### src/rtl/ddgs_pkg.sv
package ddgs_pkg;

    localparam int CORDIC_STEPS = 16;
    localparam int ANGLE_BITS   = 16;
    localparam int ITER_W       = (CORDIC_STEPS > 1) ? $clog2(CORDIC_STEPS) : 1;
    localparam int Z_W          = ANGLE_BITS + 2;
    localparam int XY_W         = 28;
    localparam int ADDR_W       = 5;
    localparam int DATA_W       = 32;

    // bam16 conversion of the cordic angle
    localparam int SH_DN      = (ANGLE_BITS >= 16) ? (ANGLE_BITS - 16) : 0;
    localparam int SH_UP      = (ANGLE_BITS < 16) ? (16 - ANGLE_BITS) : 0;
    localparam int ROUND_HALF = (1 << SH_DN) >> 1;

    localparam logic signed [15:0] EIGHTH_TURN  = 16'sd8192;
    localparam logic signed [15:0] REVERSE_EDGE = 16'sd24576;
    localparam logic [15:0]        PI_Q13       = 16'd25736;

    localparam logic [14:0] RST_REACH_DISTANCE = 15'd51;
    localparam logic [14:0] RST_REACH_ANGLE    = 15'd2086;
    localparam logic [14:0] RST_DRIVE_SPEED    = 15'd1280;
    localparam logic [14:0] RST_SPIN_OFFSET    = 15'd26;
    localparam logic [15:0] RST_TIME_LIMIT     = 16'd10000;

    localparam logic [2:0] REG_REACH_DISTANCE = 3'd0;
    localparam logic [2:0] REG_REACH_ANGLE    = 3'd1;
    localparam logic [2:0] REG_DRIVE_SPEED    = 3'd2;
    localparam logic [2:0] REG_SPIN_OFFSET    = 3'd3;
    localparam logic [2:0] REG_TIME_LIMIT     = 3'd4;

    // atan(2^-i), full turn = 2^32
    localparam logic [31:0] ATAN_TURN32 [24] = '{
        32'd536870912, 32'd316933406, 32'd167458907, 32'd85004756,
        32'd42667331,  32'd21354465,  32'd10679838,  32'd5340245,
        32'd2670163,   32'd1335087,   32'd667544,    32'd333772,
        32'd166886,    32'd83443,     32'd41722,     32'd20861,
        32'd10430,     32'd5215,      32'd2608,      32'd1304,
        32'd652,       32'd326,       32'd163,       32'd81
    };

    typedef struct packed {
        logic               mode_turn;
        logic               new_goal;
        logic signed [15:0] goal_x;
        logic signed [15:0] goal_y;
        logic signed [15:0] goal_heading;
        logic signed [15:0] pos_x;
        logic signed [15:0] pos_y;
        logic signed [15:0] heading;
    } tick_t;

    typedef struct packed {
        logic signed [15:0] right_speed;
        logic signed [15:0] left_speed;
        logic               done_res;
        logic               timed_out;
    } steer_t;

    typedef struct packed {
        logic [14:0] reach_distance;
        logic [14:0] reach_angle;
        logic [14:0] drive_speed;
        logic [14:0] spin_offset;
        logic [15:0] time_limit_ticks;
    } cfg_t;

    typedef enum logic [3:0] {
        ST_IDLE,
        ST_CHECK,
        ST_TURN_MUL,
        ST_TURN_RES,
        ST_SQ_DX,
        ST_SQ_DY,
        ST_SQ_R,
        ST_REACH,
        ST_CORDIC_INIT,
        ST_CORDIC,
        ST_ARC_MUL,
        ST_ARC_RES,
        ST_OUT
    } st_t;

    typedef enum logic [3:0] {
        DP_NOP,
        DP_LOAD,
        DP_CHECK,
        DP_TURN_MUL,
        DP_TURN_RES,
        DP_SQ_DX,
        DP_SQ_DY,
        DP_SQ_R,
        DP_REACH,
        DP_CORDIC_INIT,
        DP_CORDIC_STEP,
        DP_ARC_MUL,
        DP_ARC_RES,
        DP_OUT_LOAD
    } dp_op_t;

    typedef enum logic [2:0] {
        ARC_FWD_RIGHT,
        ARC_FWD_LEFT,
        ARC_REV_RIGHT,
        ARC_REV_LEFT,
        ARC_SPIN_CW,
        ARC_SPIN_CCW
    } arc_t;

    typedef struct packed {
        logic tout;
        logic turn;
        logic reached;
        logic cordic_last;
    } dp_stat_t;

    function automatic logic [Z_W-1:0] atan_angle(input logic [ITER_W-1:0] i);
        logic [32:0] t;
        t = {1'b0, ATAN_TURN32[i]} + (33'd1 << (31 - ANGLE_BITS));
        return Z_W'(t >> (32 - ANGLE_BITS));
    endfunction

    function automatic logic signed [15:0] to_bam16(input logic [ANGLE_BITS-1:0] zm);
        logic [ANGLE_BITS+16:0] t;
        t = {17'd0, zm} + (ANGLE_BITS + 17)'(ROUND_HALF);
        t = (t >> SH_DN) << SH_UP;
        return t[15:0];
    endfunction

endpackage

### src/rtl/ddgs_regs.sv
module ddgs_regs (
    input  logic                       clk,
    input  logic                       rst_n,
    input  logic                       psel,
    input  logic                       penable,
    input  logic                       pwrite,
    input  logic [ddgs_pkg::ADDR_W-1:0] paddr,
    input  logic [ddgs_pkg::DATA_W-1:0] pwdata,
    output logic [ddgs_pkg::DATA_W-1:0] prdata,
    output logic                       pready,
    output ddgs_pkg::cfg_t             cfg
);
    import ddgs_pkg::*;

    cfg_t       cfg_reg;
    cfg_t       cfg_next;
    logic       wr_en;
    logic [2:0] reg_idx;

    assign pready  = 1'b1;
    assign wr_en   = psel & penable & pwrite;
    assign reg_idx = paddr[4:2];
    assign cfg     = cfg_reg;

    always_comb
    begin
        cfg_next = cfg_reg;
        if (wr_en)
        begin
            case (reg_idx)
                REG_REACH_DISTANCE: cfg_next.reach_distance   = pwdata[14:0];
                REG_REACH_ANGLE:    cfg_next.reach_angle      = pwdata[14:0];
                REG_DRIVE_SPEED:    cfg_next.drive_speed      = pwdata[14:0];
                REG_SPIN_OFFSET:    cfg_next.spin_offset      = pwdata[14:0];
                REG_TIME_LIMIT:     cfg_next.time_limit_ticks = pwdata[15:0];
                default:            cfg_next = cfg_reg;
            endcase
        end
    end

    always_comb
    begin
        case (reg_idx)
            REG_REACH_DISTANCE: prdata = {17'd0, cfg_reg.reach_distance};
            REG_REACH_ANGLE:    prdata = {17'd0, cfg_reg.reach_angle};
            REG_DRIVE_SPEED:    prdata = {17'd0, cfg_reg.drive_speed};
            REG_SPIN_OFFSET:    prdata = {17'd0, cfg_reg.spin_offset};
            REG_TIME_LIMIT:     prdata = {16'd0, cfg_reg.time_limit_ticks};
            default:            prdata = '0;
        endcase
    end

    always_ff @(posedge clk or negedge rst_n)
    begin
        if (!rst_n)
        begin
            cfg_reg.reach_distance   <= RST_REACH_DISTANCE;
            cfg_reg.reach_angle      <= RST_REACH_ANGLE;
            cfg_reg.drive_speed      <= RST_DRIVE_SPEED;
            cfg_reg.spin_offset      <= RST_SPIN_OFFSET;
            cfg_reg.time_limit_ticks <= RST_TIME_LIMIT;
        end
        else
        begin
            cfg_reg <= cfg_next;
        end
    end

endmodule

### src/rtl/ddgs_ctrl.sv
module ddgs_ctrl (
    input  logic               clk,
    input  logic               rst_n,
    input  logic               tick_valid,
    output logic               tick_ready,
    output logic               steer_valid,
    input  logic               steer_ready,
    input  ddgs_pkg::dp_stat_t stat,
    output ddgs_pkg::dp_op_t   op
);
    import ddgs_pkg::*;

    st_t  state_reg;
    st_t  state_next;
    logic out_valid_reg;
    logic out_valid_next;

    assign steer_valid = out_valid_reg;

    always_comb
    begin
        state_next     = state_reg;
        op             = DP_NOP;
        tick_ready     = 1'b0;
        out_valid_next = out_valid_reg & ~steer_ready;
        case (state_reg)
            ST_IDLE:
            begin
                tick_ready = 1'b1;
                if (tick_valid)
                begin
                    op         = DP_LOAD;
                    state_next = ST_CHECK;
                end
            end
            ST_CHECK:
            begin
                op = DP_CHECK;
                if (stat.tout)
                    state_next = ST_OUT;
                else if (stat.turn)
                    state_next = ST_TURN_MUL;
                else
                    state_next = ST_SQ_DX;
            end
            ST_TURN_MUL:
            begin
                op         = DP_TURN_MUL;
                state_next = ST_TURN_RES;
            end
            ST_TURN_RES:
            begin
                op         = DP_TURN_RES;
                state_next = ST_OUT;
            end
            ST_SQ_DX:
            begin
                op         = DP_SQ_DX;
                state_next = ST_SQ_DY;
            end
            ST_SQ_DY:
            begin
                op         = DP_SQ_DY;
                state_next = ST_SQ_R;
            end
            ST_SQ_R:
            begin
                op         = DP_SQ_R;
                state_next = ST_REACH;
            end
            ST_REACH:
            begin
                op = DP_REACH;
                if (stat.reached)
                    state_next = ST_OUT;
                else
                    state_next = ST_CORDIC_INIT;
            end
            ST_CORDIC_INIT:
            begin
                op         = DP_CORDIC_INIT;
                state_next = ST_CORDIC;
            end
            ST_CORDIC:
            begin
                op = DP_CORDIC_STEP;
                if (stat.cordic_last)
                    state_next = ST_ARC_MUL;
            end
            ST_ARC_MUL:
            begin
                op         = DP_ARC_MUL;
                state_next = ST_ARC_RES;
            end
            ST_ARC_RES:
            begin
                op         = DP_ARC_RES;
                state_next = ST_OUT;
            end
            ST_OUT:
            begin
                // wait for the output slot to free up
                if (!out_valid_reg || steer_ready)
                begin
                    op             = DP_OUT_LOAD;
                    out_valid_next = 1'b1;
                    state_next     = ST_IDLE;
                end
            end
            default:
            begin
                state_next = ST_IDLE;
            end
        endcase
    end

    always_ff @(posedge clk or negedge rst_n)
    begin
        if (!rst_n)
        begin
            state_reg     <= ST_IDLE;
            out_valid_reg <= 1'b0;
        end
        else
        begin
            state_reg     <= state_next;
            out_valid_reg <= out_valid_next;
        end
    end

endmodule

### src/rtl/ddgs_dp.sv
module ddgs_dp (
    input  logic               clk,
    input  logic               rst_n,
    input  ddgs_pkg::dp_op_t   op,
    input  ddgs_pkg::tick_t    tick,
    input  ddgs_pkg::cfg_t     cfg,
    output ddgs_pkg::dp_stat_t stat,
    output ddgs_pkg::steer_t   steer
);
    import ddgs_pkg::*;

    // control state
    logic [15:0]            elapsed_reg;
    logic [15:0]            elapsed_next;
    logic                   tout_reg;
    logic                   tout_next;
    logic [ITER_W-1:0]      iter_reg;
    logic [ITER_W-1:0]      iter_next;

    // payload
    tick_t                  in_reg;
    tick_t                  in_next;
    logic [31:0]            prod_reg;
    logic [31:0]            prod_next;
    logic [32:0]            acc_reg;
    logic [32:0]            acc_next;
    logic signed [XY_W-1:0] x_reg;
    logic signed [XY_W-1:0] x_next;
    logic signed [XY_W-1:0] y_reg;
    logic signed [XY_W-1:0] y_next;
    logic [Z_W-1:0]         z_reg;
    logic [Z_W-1:0]         z_next;
    logic                   zero_reg;
    logic                   zero_next;
    arc_t                   arc_reg;
    arc_t                   arc_next;
    steer_t                 res_reg;
    steer_t                 res_next;
    steer_t                 out_reg;
    steer_t                 out_next;

    logic [15:0]            elapsed_eff;
    logic signed [16:0]     dx;
    logic signed [16:0]     dy;
    logic [15:0]            abs_dx;
    logic [15:0]            abs_dy;
    logic signed [15:0]     head_err;
    logic [15:0]            head_mag;
    logic [15:0]            mul_a;
    logic [15:0]            mul_b;
    logic [31:0]            mul_p;
    logic                   reached;
    logic [31:0]            turn_rnd;
    logic [16:0]            spin_sum;
    logic [14:0]            spin_sat;
    logic signed [15:0]     spin_spd;
    logic signed [XY_W-1:0] x_init;
    logic signed [XY_W-1:0] y_init;
    logic signed [XY_W-1:0] x_sh;
    logic signed [XY_W-1:0] y_sh;
    logic [Z_W-1:0]         step_ang;
    logic signed [15:0]     bearing;
    logic signed [15:0]     rel;
    arc_t                   arc_sel;
    logic [13:0]            arc_k;
    logic [31:0]            arc_rnd;
    logic signed [15:0]     arc_spd;
    logic signed [15:0]     full_spd;

    assign elapsed_eff = tick.new_goal ? 16'd0 : elapsed_reg;

    assign dx     = {in_reg.goal_x[15], in_reg.goal_x} - {in_reg.pos_x[15], in_reg.pos_x};
    assign dy     = {in_reg.goal_y[15], in_reg.goal_y} - {in_reg.pos_y[15], in_reg.pos_y};
    assign abs_dx = dx[16] ? 16'(-dx) : dx[15:0];
    assign abs_dy = dy[16] ? 16'(-dy) : dy[15:0];

    assign head_err = in_reg.heading - in_reg.goal_heading;
    assign head_mag = head_err[15] ? 16'(-head_err) : head_err;

    // one shared multiplier, product registered
    always_comb
    begin
        case (op)
            DP_TURN_MUL:
            begin
                mul_a = head_mag;
                mul_b = PI_Q13;
            end
            DP_SQ_DX:
            begin
                mul_a = abs_dx;
                mul_b = abs_dx;
            end
            DP_SQ_DY:
            begin
                mul_a = abs_dy;
                mul_b = abs_dy;
            end
            DP_SQ_R:
            begin
                mul_a = {1'b0, cfg.reach_distance};
                mul_b = {1'b0, cfg.reach_distance};
            end
            DP_ARC_MUL:
            begin
                mul_a = {1'b0, cfg.drive_speed};
                mul_b = {2'b0, arc_k};
            end
            default:
            begin
                mul_a = '0;
                mul_b = '0;
            end
        endcase
    end

    assign mul_p   = {16'd0, mul_a} * {16'd0, mul_b};
    assign reached = acc_reg < {1'b0, prod_reg};

    // turn speed: offset plus |err| * pi / 128, saturated
    assign turn_rnd = prod_reg + 32'd524288;
    assign spin_sum = {2'b0, cfg.spin_offset} + {5'b0, turn_rnd[31:20]};
    assign spin_sat = (spin_sum[16:15] != 2'b00) ? 15'h7fff : spin_sum[14:0];
    assign spin_spd = {1'b0, spin_sat};

    // cordic, one rotation per cycle
    assign x_init   = {{(XY_W - 25){dx[16]}}, dx, 8'd0};
    assign y_init   = {{(XY_W - 25){dy[16]}}, dy, 8'd0};
    assign x_sh     = x_reg >>> iter_reg;
    assign y_sh     = y_reg >>> iter_reg;
    assign step_ang = atan_angle(iter_reg);

    assign bearing = zero_reg ? 16'sd0 : to_bam16(z_reg[ANGLE_BITS-1:0]);
    assign rel     = in_reg.heading - bearing;

    always_comb
    begin
        if (rel >= 16'sd0 && rel <= EIGHTH_TURN)
        begin
            arc_sel = ARC_FWD_RIGHT;
            arc_k   = 14'(EIGHTH_TURN - rel);
        end
        else if (rel < 16'sd0 && rel >= -EIGHTH_TURN)
        begin
            arc_sel = ARC_FWD_LEFT;
            arc_k   = 14'(EIGHTH_TURN + rel);
        end
        else if (rel >= REVERSE_EDGE)
        begin
            arc_sel = ARC_REV_RIGHT;
            arc_k   = 14'(rel - REVERSE_EDGE);
        end
        else if (rel <= -REVERSE_EDGE)
        begin
            // wraps correctly for the most negative angle
            arc_sel = ARC_REV_LEFT;
            arc_k   = 14'(-rel - REVERSE_EDGE);
        end
        else if (rel > EIGHTH_TURN)
        begin
            arc_sel = ARC_SPIN_CW;
            arc_k   = '0;
        end
        else
        begin
            arc_sel = ARC_SPIN_CCW;
            arc_k   = '0;
        end
    end

    assign arc_rnd  = prod_reg + 32'd4096;
    assign arc_spd  = {1'b0, arc_rnd[27:13]};
    assign full_spd = {1'b0, cfg.drive_speed};

    always_comb
    begin
        elapsed_next = elapsed_reg;
        tout_next    = tout_reg;
        iter_next    = iter_reg;
        in_next      = in_reg;
        prod_next    = prod_reg;
        acc_next     = acc_reg;
        x_next       = x_reg;
        y_next       = y_reg;
        z_next       = z_reg;
        zero_next    = zero_reg;
        arc_next     = arc_reg;
        res_next     = res_reg;
        out_next     = out_reg;
        case (op)
            DP_LOAD:
            begin
                in_next      = tick;
                tout_next    = elapsed_eff > cfg.time_limit_ticks;
                elapsed_next = (elapsed_eff == 16'hffff) ? elapsed_eff : elapsed_eff + 16'd1;
            end
            DP_CHECK:
            begin
                if (tout_reg)
                begin
                    res_next.right_speed = '0;
                    res_next.left_speed  = '0;
                    res_next.done_res    = 1'b1;
                    res_next.timed_out   = 1'b1;
                end
            end
            DP_TURN_MUL:
            begin
                prod_next = mul_p;
            end
            DP_TURN_RES:
            begin
                res_next.timed_out = 1'b0;
                if (head_mag < {1'b0, cfg.reach_angle})
                begin
                    res_next.right_speed = '0;
                    res_next.left_speed  = '0;
                    res_next.done_res    = 1'b1;
                end
                else
                begin
                    res_next.done_res = 1'b0;
                    if (!head_err[15] && head_err != 16'sd0)
                    begin
                        res_next.right_speed = -spin_spd;
                        res_next.left_speed  = spin_spd;
                    end
                    else
                    begin
                        res_next.right_speed = spin_spd;
                        res_next.left_speed  = -spin_spd;
                    end
                end
            end
            DP_SQ_DX:
            begin
                prod_next = mul_p;
            end
            DP_SQ_DY:
            begin
                acc_next  = {1'b0, prod_reg};
                prod_next = mul_p;
            end
            DP_SQ_R:
            begin
                acc_next  = acc_reg + {1'b0, prod_reg};
                prod_next = mul_p;
            end
            DP_REACH:
            begin
                if (reached)
                begin
                    res_next.right_speed = '0;
                    res_next.left_speed  = '0;
                    res_next.done_res    = 1'b1;
                    res_next.timed_out   = 1'b0;
                end
            end
            DP_CORDIC_INIT:
            begin
                iter_next = '0;
                zero_next = (dx == 17'sd0) && (dy == 17'sd0);
                if (dx[16])
                begin
                    // rotate into the right half plane
                    x_next = -x_init;
                    y_next = -y_init;
                    z_next = Z_W'(1) << (ANGLE_BITS - 1);
                end
                else
                begin
                    x_next = x_init;
                    y_next = y_init;
                    z_next = '0;
                end
            end
            DP_CORDIC_STEP:
            begin
                iter_next = iter_reg + ITER_W'(1);
                if (!y_reg[XY_W-1])
                begin
                    x_next = x_reg + y_sh;
                    y_next = y_reg - x_sh;
                    z_next = z_reg + step_ang;
                end
                else
                begin
                    x_next = x_reg - y_sh;
                    y_next = y_reg + x_sh;
                    z_next = z_reg - step_ang;
                end
            end
            DP_ARC_MUL:
            begin
                prod_next = mul_p;
                arc_next  = arc_sel;
            end
            DP_ARC_RES:
            begin
                res_next.done_res  = 1'b0;
                res_next.timed_out = 1'b0;
                case (arc_reg)
                    ARC_FWD_RIGHT:
                    begin
                        res_next.right_speed = arc_spd;
                        res_next.left_speed  = full_spd;
                    end
                    ARC_FWD_LEFT:
                    begin
                        res_next.right_speed = full_spd;
                        res_next.left_speed  = arc_spd;
                    end
                    ARC_REV_RIGHT:
                    begin
                        res_next.right_speed = -arc_spd;
                        res_next.left_speed  = -full_spd;
                    end
                    ARC_REV_LEFT:
                    begin
                        res_next.right_speed = -full_spd;
                        res_next.left_speed  = -arc_spd;
                    end
                    ARC_SPIN_CW:
                    begin
                        res_next.right_speed = -full_spd;
                        res_next.left_speed  = full_spd;
                    end
                    default:
                    begin
                        res_next.right_speed = full_spd;
                        res_next.left_speed  = -full_spd;
                    end
                endcase
            end
            DP_OUT_LOAD:
            begin
                out_next = res_reg;
            end
            default:
            begin
                prod_next = prod_reg;
            end
        endcase
    end

    always_ff @(posedge clk or negedge rst_n)
    begin
        if (!rst_n)
        begin
            elapsed_reg <= '0;
            tout_reg    <= 1'b0;
            iter_reg    <= '0;
        end
        else
        begin
            elapsed_reg <= elapsed_next;
            tout_reg    <= tout_next;
            iter_reg    <= iter_next;
        end
    end

    always_ff @(posedge clk)
    begin
        in_reg   <= in_next;
        prod_reg <= prod_next;
        acc_reg  <= acc_next;
        x_reg    <= x_next;
        y_reg    <= y_next;
        z_reg    <= z_next;
        zero_reg <= zero_next;
        arc_reg  <= arc_next;
        res_reg  <= res_next;
        out_reg  <= out_next;
    end

    assign stat.tout        = tout_reg;
    assign stat.turn        = in_reg.mode_turn;
    assign stat.reached     = reached;
    assign stat.cordic_last = (iter_reg == ITER_W'(CORDIC_STEPS - 1));
    assign steer            = out_reg;

endmodule

### src/rtl/diff_drive_goal_steering_top.sv
// differential-drive goal steering, one control tick per beat
//
// tick channel (tick_valid/tick_ready/tick) carries the pose and goal; the
// steer channel (steer_valid/steer_ready/steer) returns one beat per tick with
// both wheel speeds and the done / timed-out flags
// configuration goes through the apb port, one 32-bit register per word
// address; write only while no tick is in flight
//
// one tick at a time; states from tick accept to the output register:
//   time limit passed        check, out
//   turn mode                check, turn multiply, turn result, out
//   move mode, goal reached  check, square dx, square dy, square radius, reach, out
//   move mode, steering      up to reach, cordic init and loop, arc mul/res, out
// the 16-step cordic loop is the long pole; tick_ready rises in the cycle
// after the result moves into the output register
// the output register holds a finished beat while the receiver stalls, and
// the block still takes and works the next tick; it waits only if that one
// finishes before the held beat is taken
// reset clears the tick counter, loads the default registers and empties the
// output register
module diff_drive_goal_steering_top (
    input  logic                        clk,
    input  logic                        rst_n,
    input  logic                        tick_valid,
    output logic                        tick_ready,
    input  ddgs_pkg::tick_t             tick,
    output logic                        steer_valid,
    input  logic                        steer_ready,
    output ddgs_pkg::steer_t            steer,
    input  logic                        psel,
    input  logic                        penable,
    input  logic                        pwrite,
    input  logic [ddgs_pkg::ADDR_W-1:0] paddr,
    input  logic [ddgs_pkg::DATA_W-1:0] pwdata,
    output logic [ddgs_pkg::DATA_W-1:0] prdata,
    output logic                        pready
);
    import ddgs_pkg::*;

    cfg_t     cfg;
    dp_op_t   op;
    dp_stat_t stat;

    ddgs_regs u_regs (
        .clk     (clk),
        .rst_n   (rst_n),
        .psel    (psel),
        .penable (penable),
        .pwrite  (pwrite),
        .paddr   (paddr),
        .pwdata  (pwdata),
        .prdata  (prdata),
        .pready  (pready),
        .cfg     (cfg)
    );

    ddgs_ctrl u_ctrl (
        .clk         (clk),
        .rst_n       (rst_n),
        .tick_valid  (tick_valid),
        .tick_ready  (tick_ready),
        .steer_valid (steer_valid),
        .steer_ready (steer_ready),
        .stat        (stat),
        .op          (op)
    );

    ddgs_dp u_dp (
        .clk   (clk),
        .rst_n (rst_n),
        .op    (op),
        .tick  (tick),
        .cfg   (cfg),
        .stat  (stat),
        .steer (steer)
    );

endmodule

### config.mk
export PLATFORM = sky130hd
export DESIGN_NAME = diff_drive_goal_steering_top
export DESIGN_NICKNAME = d
export VERILOG_FILES = /design/src/rtl/ddgs_pkg.sv /design/src/rtl/ddgs_regs.sv /design/src/rtl/ddgs_ctrl.sv /design/src/rtl/ddgs_dp.sv /design/src/rtl/diff_drive_goal_steering_top.sv
export SDC_FILE = /design/constraint.sdc
export NUM_CORES = 2
export LEC_CHECK = 0
export BUFFER_PORTS_ARGS = -buffer_cell sky130_fd_sc_hd__buf_2
export CAP_MARGIN = 10
export CORE_ASPECT_RATIO = 0.6
export CORE_MARGIN = 5
export CORE_UTILIZATION = 56
export DETAILED_ROUTE_END_ITERATION = 12
export GPL_ROUTABILITY_DRIVEN = 0
export PLACE_DENSITY = 0.85
export RECOVER_POWER = 50
export SYNTH_ARGS = -nofsm -noshare
export SYNTH_HDL_FRONTEND = slang
export SYNTH_SLANG_ARGS = --single-unit
### constraint.sdc
create_clock -name clk -period 25.2 [get_ports clk]
set_input_delay 5.04 -clock clk [delete_from_list [all_inputs] [get_ports clk]]
set_output_delay 5.04 -clock clk [all_outputs]
set_load 0.01 [all_outputs]
==> impl_results.md <==
- Core box area: 0.0760 mm^2
- Syn avg cell area: 8.97 um^2
- Post-layout min period: 14.74 ns
- Seq pwr share: 0.177
- First-pass DRT Iterations: 9
- Global-route wire length before repair: 202 mm
- Drt total wl: 130 mm
- Unrepaired setup endpoints after global routing: false
- Comb pwr share: 0.723
- PostCTS Resize Cnt: 0
- TritonCTS clock tree: built
- Routed via count: ~38,000
- Post-route ant nets: 0
- Post-synth top cells: nand2_1 (513), inv_1 (454), nor2_1 (421)
- Compound-Gate Fraction of Synth Area: 0.156
- Final Hold Vio Count: 0
- Worst slew pin tran: around 4.6 ns
- Largest family of logic cells by synthesized area: adder cells
- Psw: 3530 uW
- Yosys top cell by area: edfxtp_1
- Fmax: 67.8 MHz
- Total die area: 0.0831 mm^2
- Final setup TNS: 0 ns
- Mux cell area share after synthesis: 0.0598
- Worst setup EP type: flop
- Filler cells: 6,174
- Number of flip-flops in the largest register: 96
- Clk sinks: 408
- Sequential cell area fraction in the yosys report: 0.272
- Post-Synthesis Cells: between 4,000 and 5,000
- Area delta synth->final: 6.76%
- Most used cell along the critical path: fa_1
- Final Slew Violations: 449
- Vias in the first global route: 35,800
- Largest stage delay, worst path: 1.04 ns
- FFs w/ async S/R, synth: 0.250
- Max VDD drop: 0.0000973 V
- Initial Utilization: 0.569
- Initial drt markers: 5,569
- Synthesis warning total: 0
- Port bufs: between 150 and 200
- Detailed Place HPWL: 101 mm
- Cts hold-fix bufs: 0
- Vias per cell: 6.44
- Synth unique cells: 123
- Wirelength per Cell: 22.1 um
- Cell Area, Synth: 0.0432 mm^2
- GRT Total Usage: 0.307
- Ports: ~210
- Root buf cell: clkbuf_16
- Setup Fix Bufs, Post-CTS: 0
- CTS clock-pin slew for the worst setup and hold paths: 0.07 ns
- Clock Power Share: 0.101
- GRT Residual Overflow: 0
- Synth Flop Type: edfxtp_1
- Internal Power: 3190 uW
- Clock skew: 0.0320 ns
- Arr. time, crit path: ~15 ns
- Pin count of the biggest net entering global routing: approximately 90
- Count leader, synth: nand2_1
- Synth Area in XOR/XNOR: 0.0745
- Status: complete, but fails checks
- Final setup vio count: 0
- Overall power: between 6000 and 7000 uW
- Number of enable flip-flop cells after synthesis: just over 300
- Synth Area in Adders: 0.199
- Hold_ws: about 0.42 ns
- Share of the synthesized area in the top cell type: 0.212
- Failing checks: capacitance limit, slew limit
- H-tree depth: 2
- CP required: 25.57 ns
- Worst Setup Start Kind: input pin
- Dominant cells by area after synthesis: edfxtp_1 (21%), ha_1 (11%), fa_1 (9.4%)
- Antenna violations before repair: 9
- Net Sw Frac: 0.525
- Clk buf depth: 3
- Static leakage: 0.0198 uW
- Max_cap viols: 8
- Fraction of the mapped netlist area in simple logic gates: 0.175
- Pwr dens: 146 mW/mm^2
- #FFs+latches synth: 408
- Hold Crit Class: reg2reg
- Fin util: 0.607
- CTS Buf Count: 43
- Slowest-stage cell, CP: a221oi_1
- Fin nets: 5,584
- Critical Path Fanout Max: 17
- Rel. slew slack: -2.05
- Die X-Extent: 369 um
- Layout cells sized above 1: 0.0992
- Row Count: 78
- Setup CP Type: in2reg
- Clk Latency, worst-skew pair: 0.63 ns
- Post-route DRC: 0
- Die H: approximately 230 um
- Final Cycle Share: 0.585
## power by group through the flow
stage / registers (uW) / logic (uW) / clock network [uW]
detailed placement: 1170 / 4660 / 0
CTS: 1160 / 4700 / 687
global placement: 1170 / 4490 / 0
finish: 1190 / 4860 / 679
floorplan: 1090 / 3550 / 0
global route: 1200 / 5320 / 720
## metrics by stage
step                cells  cell area [um^2]  setup slack [ns]
finish               5915             46200             10.46
global route         5913             46200             10.19
CTS                  5908             46200             10.90
detailed placement   5830             44700             10.31
global placement     5830             44700             10.54
floorplan            4835             43300             11.83
## metal layers
metal,GRT usage,vias to the layer above,wire [um],share of wire
met3,0.157,343,24600,0.19
met5,0.0107,-,155,0.0012
met4,0.0788,10,3830,0.029
met2,0.404,2631,49100,0.38
li1,-,17000,-,-
met1,0.440,18200,52700,0.40
## area by class of cell
type                            count  area (um^2)  area share
Clock buffer                       52         1140      0.0247
Multi-Input combinational cell   3754        28900       0.625
Antenna cell                        6         15.0    0.000325
Sequential cell                   408        11800       0.255
Timing Repair Buffer              211         1100      0.0238
Tap cell                         1000         1250      0.0271
Inverter                          458         1720      0.0373
Clock inverter                     26          317     0.00686
## kinds of logic (layout without fill, tap and decap cells)
group / Yosys count / after routing
AND/OR/NAND/NOR: 1587 / 1587
AO/OA/AOI/OAI: 1038 / 1038
buffers and inverters: 673 / 747
adder cells (fa/ha/maj): 566 / 566
flip-flops: 408 / 408
XOR/XNOR: 366 / 366
multiplexers: 180 / 180
other: 2 / 23
## worst paths after layout
check                                         end  cells past startpoint            start  slack [ns]
worst max-delay path            u_dp.prod_reg[31]                     31      steer_ready       10.46
worst max register to register  u_dp.prod_reg[31]                     38  u_dp.in_reg[80]       11.97
min in group asynchronous          u_regs.cfg[14]                      1            rst_n        5.16
worst min-delay path                u_dp.steer[4]                      0  u_dp.res_reg[4]        0.42
max in group asynchronous        u_dp.iter_reg[0]                      2            rst_n       18.02
worst min register to register      u_dp.steer[4]                      0  u_dp.res_reg[4]        0.42
## layout by cell type, fill, tap and decap left out, types with 27 or more instances in the layout
cell / count
nand2_1: 512
inv_1: 454
nor2_1: 420
ha_1: 363
edfxtp_1: 306
a21oi_1: 265
xnor2_1: 233
o21ai_0: 216
fa_1: 203
buf_2: 166
xor2_1: 131
nor3_1: 98
nand2b_1: 92
nand3_1: 91
dfrtp_1: 80
nor2b_1: 73
and2_1: 64
mux2_2: 63
a21o_1: 62
mux2i_1: 61
mux4_2: 56
o22ai_1: 55
o21a_1: 49
and3_1: 45
o21ai_1: 44
clkbuf_16: 43
a31oi_1: 42
or3_1: 30
a22oi_1: 29
o211ai_1: 28
nand4_1: 28
a211oi_1: 27
buf_4: 27
## critical path: cells and delay by family
kind                     cells  cell delay, ns
adder cells (fa/ha/maj)      7            3.53
AND/OR/NAND/NOR             11            3.42
AO/OA/AOI/OAI                7            2.62
buffers and inverters        5            0.41
XOR/XNOR                     1            0.09
Note: power is estimated with default switching activity, not from simulation.
